--- config.mk ---
export PLATFORM = sky130hd
export DESIGN_NAME = dms_cell
export DESIGN_NICKNAME = d
export VERILOG_FILES = /design/src/hw/rtl/dms_pkg.sv /design/src/hw/rtl/dms_cell.sv
export SDC_FILE = /design/constraint.sdc
export NUM_CORES = 1
export LEC_CHECK = 0
export BUFFER_PORTS_ARGS = -buffer_cell sky130_fd_sc_hd__buf_2
export CAP_MARGIN = 20
export CELL_PAD_IN_SITES_DETAIL_PLACEMENT = 2
export CELL_PAD_IN_SITES_GLOBAL_PLACEMENT = 2
export CORE_MARGIN = 5
export CORE_UTILIZATION = 26
export CTS_CLUSTER_DIAMETER = 40
export CTS_CLUSTER_SIZE = 25
export DETAILED_ROUTE_END_ITERATION = 7
export HOLD_SLACK_MARGIN = 0.03
export PLACE_DENSITY = 0.85
export SKIP_LAST_GASP = 1
export SLEW_MARGIN = 5
export SYNTH_ARGS = -nofsm -noshare
export SYNTH_HDL_FRONTEND = slang
export SYNTH_SLANG_ARGS = --single-unit
--- constraint.sdc ---
create_clock -name clk -period 1.2 [get_ports clk]
set_clock_uncertainty 0.05 [all_clocks]
set_input_delay 0.24 -clock clk [delete_from_list [all_inputs] [get_ports clk]]
set_output_delay 0.24 -clock clk [all_outputs]
set_load 0.005 [all_outputs]
--- src/hw/rtl/dms_pkg.sv ---
// Shared constants, types and the quarter-wave sine table of the DFT magnitude spectrum.
package dms_pkg;

	localparam int POINTS     = 64;
	localparam int PT_W       = $clog2(POINTS);
	localparam int SAMPLE_W   = 16;
	localparam int TW_W       = 16;
	localparam int PROD_W     = SAMPLE_W + TW_W;
	localparam int ACC_W      = PROD_W + PT_W;
	localparam int PART_W     = ACC_W - 1 - PT_W;
	localparam int SQ_W       = 2 * PART_W + 1;
	localparam int ROOT_W     = (SQ_W + 1) / 2;
	localparam int MAG_W      = 16;
	localparam int BIN_W      = 6;
	localparam int END_W      = 7;
	localparam int TAB_IDX_W  = PT_W + 1;
	localparam logic [63:0] PIHALF_Q30 = 64'd1686629713;

	typedef logic [TW_W-1:0] qsin_tab_t [0:POINTS];

	// Quarter-wave sine in Q15, odd Taylor series through x^11 worked in Q30.
	function automatic qsin_tab_t build_qsin();
		qsin_tab_t   tab;
		logic [63:0] x;
		logic [63:0] x2;
		logic [63:0] term;
		longint      acc;
		for (int m = 0; m <= POINTS; m++) begin
			x    = (PIHALF_Q30 * 64'(m)) / 64'(POINTS);
			x2   = (x * x) >> 30;
			term = x;
			acc  = longint'(x);
			term = ((term * x2) >> 30) / 64'd6;
			acc  = acc - longint'(term);
			term = ((term * x2) >> 30) / 64'd20;
			acc  = acc + longint'(term);
			term = ((term * x2) >> 30) / 64'd42;
			acc  = acc - longint'(term);
			term = ((term * x2) >> 30) / 64'd72;
			acc  = acc + longint'(term);
			term = ((term * x2) >> 30) / 64'd110;
			acc  = acc - longint'(term);
			if (acc < 0) begin
				acc = 0;
			end
			acc = (acc + 16384) >>> 15;
			if (acc > 32767) begin
				acc = 32767;
			end
			tab[m] = acc[TW_W-1:0];
		end
		return tab;
	endfunction

	localparam qsin_tab_t QSIN = build_qsin();

endpackage

--- src/hw/rtl/dms_cell.sv ---
// One cell of the sample ring: holds a sample and passes it on when the ring moves.
module dms_cell
(
	input  logic                         clk,
	input  logic                         shift,
	input  logic [dms_pkg::SAMPLE_W-1:0] d,
	output logic [dms_pkg::SAMPLE_W-1:0] q
);
	import dms_pkg::*;

	logic [SAMPLE_W-1:0] data_q;

	always_ff @(posedge clk) begin
		if (shift) begin
			data_q <= d;
		end
	end

	assign q = data_q;

endmodule

* Word level (Yosys, flattened, before mapping)
Index checks and enable logic that the tools add are counted.
Storage, ports and cells: bits in registers 16, input port bits 18, output and inout port bits 16, word-level logic and storage cells 1

* Logic depth before layout (Yosys ltp)
Gate-level depths: netlist of the first run.
word-level depth 0, depth in mapped cells 0, gate-level depth less buffers 0

* Least setup slack after synthesis of the first run
Ideal clock, no wire load.
path type reg-to-output, start point register data_q[0], in the netlist q[0], end point output q[0] (netlist bit), arrival 355 ps, data required time 910 ps, slack 555 ps, cell stages (with the launch flop) 1, buffers on the path 0, cell sequence edfxtp_1
RTL lines:
- start: declaration | RTL line dms_cell.sv:11 | logic [SAMPLE_W-1:0] data_q;
- start signal: assignment | RTL line dms_cell.sv:15 | data_q <= d;
- end: declaration | RTL line dms_cell.sv:7 | output logic [dms_pkg::SAMPLE_W-1:0] q
No word-level cell between the ends.

* Worst setup path in the final report of the first run
start point register data_q[4], in the netlist q[4], end point output q[4] (netlist bit)
No word-level cell between the ends.

==> results.md, run 1 <==
* RSZ-0062 raised after global routing: no
* Total grt overflow at 0
* Net count, final at 72
* Tightest Pin Transition at 350 ps
* Crit path max-delay family: flip-flops
* Max-Cap Viols at 0
* Setup violators final at 0
* Die height at 53.0 um
* Mean post-synth cell area at 30.0 sq um
* CTS buffer count at 3
* Io pins at 34
* Post-layout util at 40.3%
* DR vias at 309
* Maximum buffer depth of the clock tree at 2
* Yosys cell types at 1
* Outcome: finished clean
* Synth Cell Area at 480 sq um
* Yosys top cell area share at 100%
* CTS tree: done
* Synth Warn # at 0
* Final Hold Vio Count at 0
* Max Clk Rate at 910 MHz
* GRT Total Usage at 8.71%
* Worst VDD drop at 0.741 mV
* Vias in the first global route at 328
* Layout area overhead at 46.4%
* Rows at 15
* Cts hold-fix bufs at 0
* CTS resizes at 0
* Share of layout cells above drive strength 1 at 67.9%
* Area of the multi-input gates at 0 sq um
* CP max FO at 1
* CP max stage cell: edfxtp_1
* Starting Density at 27.5%
* #MultiIn Comb at 0
* Startpoint Class: flop
* Critical path data arrival time at 810 ps
* Root Buffer: clkbuf_4
* Lkg Pwr at 0.302 nW
* Drt via density at 3.96
* Drt first-iter violations at 4
* CP peak stage delay at 390 ps
* Critical path buffer and inverter count at 1
* Setup Crit Path Kind: flop to output pin
* Die ar. at 2810 sq um
* PortBufs at 33
* Seq/Total Area, Yosys at 100%
* TritonRoute pass-1 iters at 4
* Syn Nets at 34
* Horiz. Die Dim at 53.0 um
* Syn Inst Count at 16
* WP data required at 910 ps
* Pin count of the biggest net entering global routing at 17
* Setup repair bufs after CTS at 0
* Antenna viol nets, final at 0
* Yosys reg bits at 16
* # DRC at 0
* Deepest level of the CTS H-tree at 1
* Final Max Slew Viols at 0
* Clock slew at reported path FFs at 90 ps
* Setup TNS Final at 0 ps
* Crit end category: output pin
* Area leader, netlist: edfxtp_1
* Largest cells by area after synthesis: edfxtp_1 (100%)
* Pwr/cell area at 1470 nW/um^2
* Final wirelength at 1150 um
* Crit path cell chain: buf_2
* Initial antenna violation count at 0
* Final GP Congestion at 0.583
* Core area at 1750 sq um
* Fin crit period at 1100 ps
* Wire length per cell at 14.7 um
* Worst hold path type: primary input to flop
* Headroom to the max-slew limit at 76.6%
* First-pass GRT wire length at 1560 um
* Tcrit/Tclk final at 91.6%
* Ant. Diodes at 0
* Clock sinks at 16
* Max FFs per register at 16
-- report_power, final --
part	total [mW]	switching, mW	internal (mW)
Clock	0.275	0.155	0.120
Combinational	0.0861	0.0403	0.0458
Sequential	0.674	0.0105	0.663
-- cell families (layout without fill, tap and decap cells) --
kind of cell | count (synthesis) | count (layout) | synth area share (%)
buffers and inverters | 0 | 37 | 0
flip-flops | 16 | 16 | 100
-- synthesized netlist by cell type (all sizes together) --
cell / number
edfxtp: 16
-- final cells by class --
type | instances | area (sq um)
Tap cell | 25 | 31.3
Clock buffer | 3 | 22.5
Sequential cell | 16 | 480
Clock inverter | 1 | 3.75
Timing Repair Buffer | 33 | 165
Fill cell | 188 | 1040
-- cell usage in the layout (no fill, tap or decap) --
cell | Yosys | layout
buf_2 | 0 | 33
clkbuf_4 | 0 | 3
clkinv_1 | 0 | 1
edfxtp_1 | 16 | 16
-- metal layers --
metal / share of wire, % / GRT usage [%] / up-vias
li1: - / - / 139
met2: 54 / 16.1 / 24
met5: 0 / 0 / -
met1: 29 / 6.43 / 144
met4: 0.87 / 3.83 / 0
met3: 16 / 6.48 / 2
-- path summary, 6_finish.rpt --
| kind | startpoint | to | slack (ps) | cells past startpoint |
|---|---|---|---|---|
| setup / recovery | q[4] | q[4] | 100 | 1 |
| hold / removal | d[3] | q[3] | 80 | 1 |
-- per-stage QoR --
stage                     total power, mW  setup WS (ps)  cell area, sq um  hold slack [ps]  std cells
after global placement              0.769            285               677              367         74
after floorplan                     0.694            555               480              289         16
final                                1.03            101               703             82.3         78
after CTS                            1.06           67.3               703             70.8         78
after global routing                 1.10           47.1               703             55.4         78
after detailed placement            0.777            243               677              369         74
Power figures use the tool's default switching activity.
==> run 2, diff against run 1 <==
Settings changed: CORE_UTILIZATION 26 to 24, CTS_CLUSTER_DIAMETER 40 to default, PLACE_DENSITY 0.85 to 0.8, REMOVE_ABC_BUFFERS from default to 1.
Clock period 1.2 ns to 1.15 ns, I/O delays scaled along.
==> run 2 against run 1 <==
Against the previous run: worst setup slack got worse by 39 ps; die area rose by 6.7%; non-clock buffer count unchanged; clock power grew 7%; count of clock-buffer cells in the layout unchanged; hold slack got worse by 17 ps; core utilization fell by 3.9 points; sequential power grew 4.2%; via count decreased by 5.5%; critical endpoint is now q[10]; combinational power is 2% higher; critical path depth is the same; design area grew 0.36%.
==> results.md, run 2 (synthesis gave the netlist of run 1 again) <==
* Pre-CTS WS at 208 ps (-35.9 ps)
* Crit path max-delay family: flip-flops
* Lkg Pwr at 0.302 nW (unchanged)
* Fin crit period at 1090 ps
* Gr busiest metal: met2
* Worst hold path type: primary input to flop
* # DRC at 0 (unchanged)
* Layout area overhead at 46.9%
* First-pass GRT wire length at 1460 um (-6.2%)
* Max Clk Rate at 919 MHz
* Io pins at 34 (unchanged)
* CTS resizes at 0 (unchanged)
* Final GP Congestion at 0.579 (-0.75%)
* Wire length per cell at 13.5 um (-8.6%)
* Starting Density at 24.7% (-2.8 points)
* Pwr/cell area at 1540 nW/um^2 (+4.3%)
* Outcome: finished clean
* Startpoint Class: flop
* Deepest level of the CTS H-tree at 1 (unchanged)
* Setup TNS Final at 0 ps (unchanged)
* CTS tree: done
* Headroom to the max-slew limit at 76.4% (-0.27 points)
* Layout fillers at 215 (+14%)
* Drt first-iter violations at 1 (-3)
* Hold Crit Start: d[3]
* Area of the multi-input gates at 0 sq um (unchanged)
* CTS buffer count at 3 (unchanged)
* Final Hold Vio Count at 0 (unchanged)
* Die height at 54.7 um (+3.3%)
* Rows at 16 (+1)
* Antenna viol nets, final at 0 (unchanged)
* GRT Total Usage at 7.66% (-1.0 points)
* Setup Crit Path Kind: flop to output pin
* WP data required at 870 ps (-40 ps)
* CP max stage cell: edfxtp_1
* Setup WS post-layout at 61.8 ps (-39.3 ps)
* DR vias at 292 (-5.5%)
* Share of layout cells above drive strength 1 at 67.9% (unchanged)
* Net count, final at 72 (unchanged)
* Clock slew at reported path FFs at 90 ps (about the same)
* Initial antenna violation count at 0 (unchanged)
* Die ar. at 3000 sq um (+6.7%)
* Max FFs per register at 16 (unchanged)
* TritonRoute pass-1 iters at 4 (unchanged)
* Total grt overflow at 0 (unchanged)
* Setup repair bufs after CTS at 0 (unchanged)
* Post-layout util at 36.3% (-3.9 points)
* Commonest non-fill, non-tap cell in the layout: buf_2
* Crit end category: output pin
* Clock sinks at 16 (unchanged)
* Final wirelength at 1080 um (-6.3%)
* PortBufs at 33 (unchanged)
* Tightest Pin Transition at 354 ps (+4.01 ps)
* Worst VDD drop at 0.653 mV (-12%)
* Vias in the first global route at 324 (-1.2%)
* Final Non-Filler Cells at 80 (+2.6%)
* Drt via density at 3.65 (-7.9%)
* Core area at 1940 sq um (+11%)
* GR Util met3 at 7.08% (+0.61 points)
* Critical path buffer and inverter count at 1 (unchanged)
* GR Util met2 at 12.2% (-3.9 points)
* Horiz. Die Dim at 54.7 um (+3.3%)
* Crit path cell chain: buf_2
* CP max FO at 1 (unchanged)
* RSZ-0062 raised after global routing: no
* Worst hold slack at 64.9 ps (-17.4 ps)
* Most frequent cells in the layout: buf_2 (33), edfxtp_1 (16), clkbuf_4 (3)
* Final Max Slew Viols at 0 (unchanged)
* Cts hold-fix bufs at 0 (unchanged)
* CP peak stage delay at 390 ps (about the same)
* Crit path depth at 1 (unchanged)
* Root Buffer: clkbuf_4
* Pin count of the biggest net entering global routing at 17 (unchanged)
* Grt met1 use at 6.84% (+0.41 points)
* Tcrit/Tclk final at 94.6%
* Maximum buffer depth of the clock tree at 2 (unchanged)
* Setup crit start: q[10]
* Critical path data arrival time at 810 ps (about the same)
* #MultiIn Comb at 0 (unchanged)
* Setup violators final at 0 (unchanged)
* Dpl cells at 76 (+2.7%)
* Hold Path Depth at 1 (unchanged)
* Max-Cap Viols at 0 (unchanged)
* Ant. Diodes at 0 (unchanged)
[run 2: cell counts in the layout (fill, tap and decap cells not counted)]
No cell type changed its count.
[run 2: power by group]
part	internal, mW	switching, mW	leakage [nW]
clock	0.126	0.167	0.0154
combinational	0.0477	0.0403	0.130
sequential	0.692	0.0103	0.157
[run 2: cell type report]
class | instances | area (sq um) | area share [%]
tap | 27 | 33.8 | 4.79
timing repair buffer | 33 | 165 | 23.4
clock inverter | 1 | 3.75 | 0.532
clock buffer | 3 | 22.5 | 3.19
sequential | 16 | 480 | 68.1
[run 2: stage by stage]
step	total power, mW	cell area (sq um)
after floorplan	0.724	480
after global placement	0.802	679
after detailed placement	0.809	679
after CTS	1.11	706
after global routing	1.15	706
final	1.08	706
[run 2: per-layer routing]
metal  vias up  routed length, um
met5         -                  0
met4         0                  0
met3         0                175
met2        23                539
met1       131                362
li1        138                  -
[run 2: path summary, 6_finish.rpt]
check  endpoint  slack, ps
max       q[10]         60
min        q[3]         60
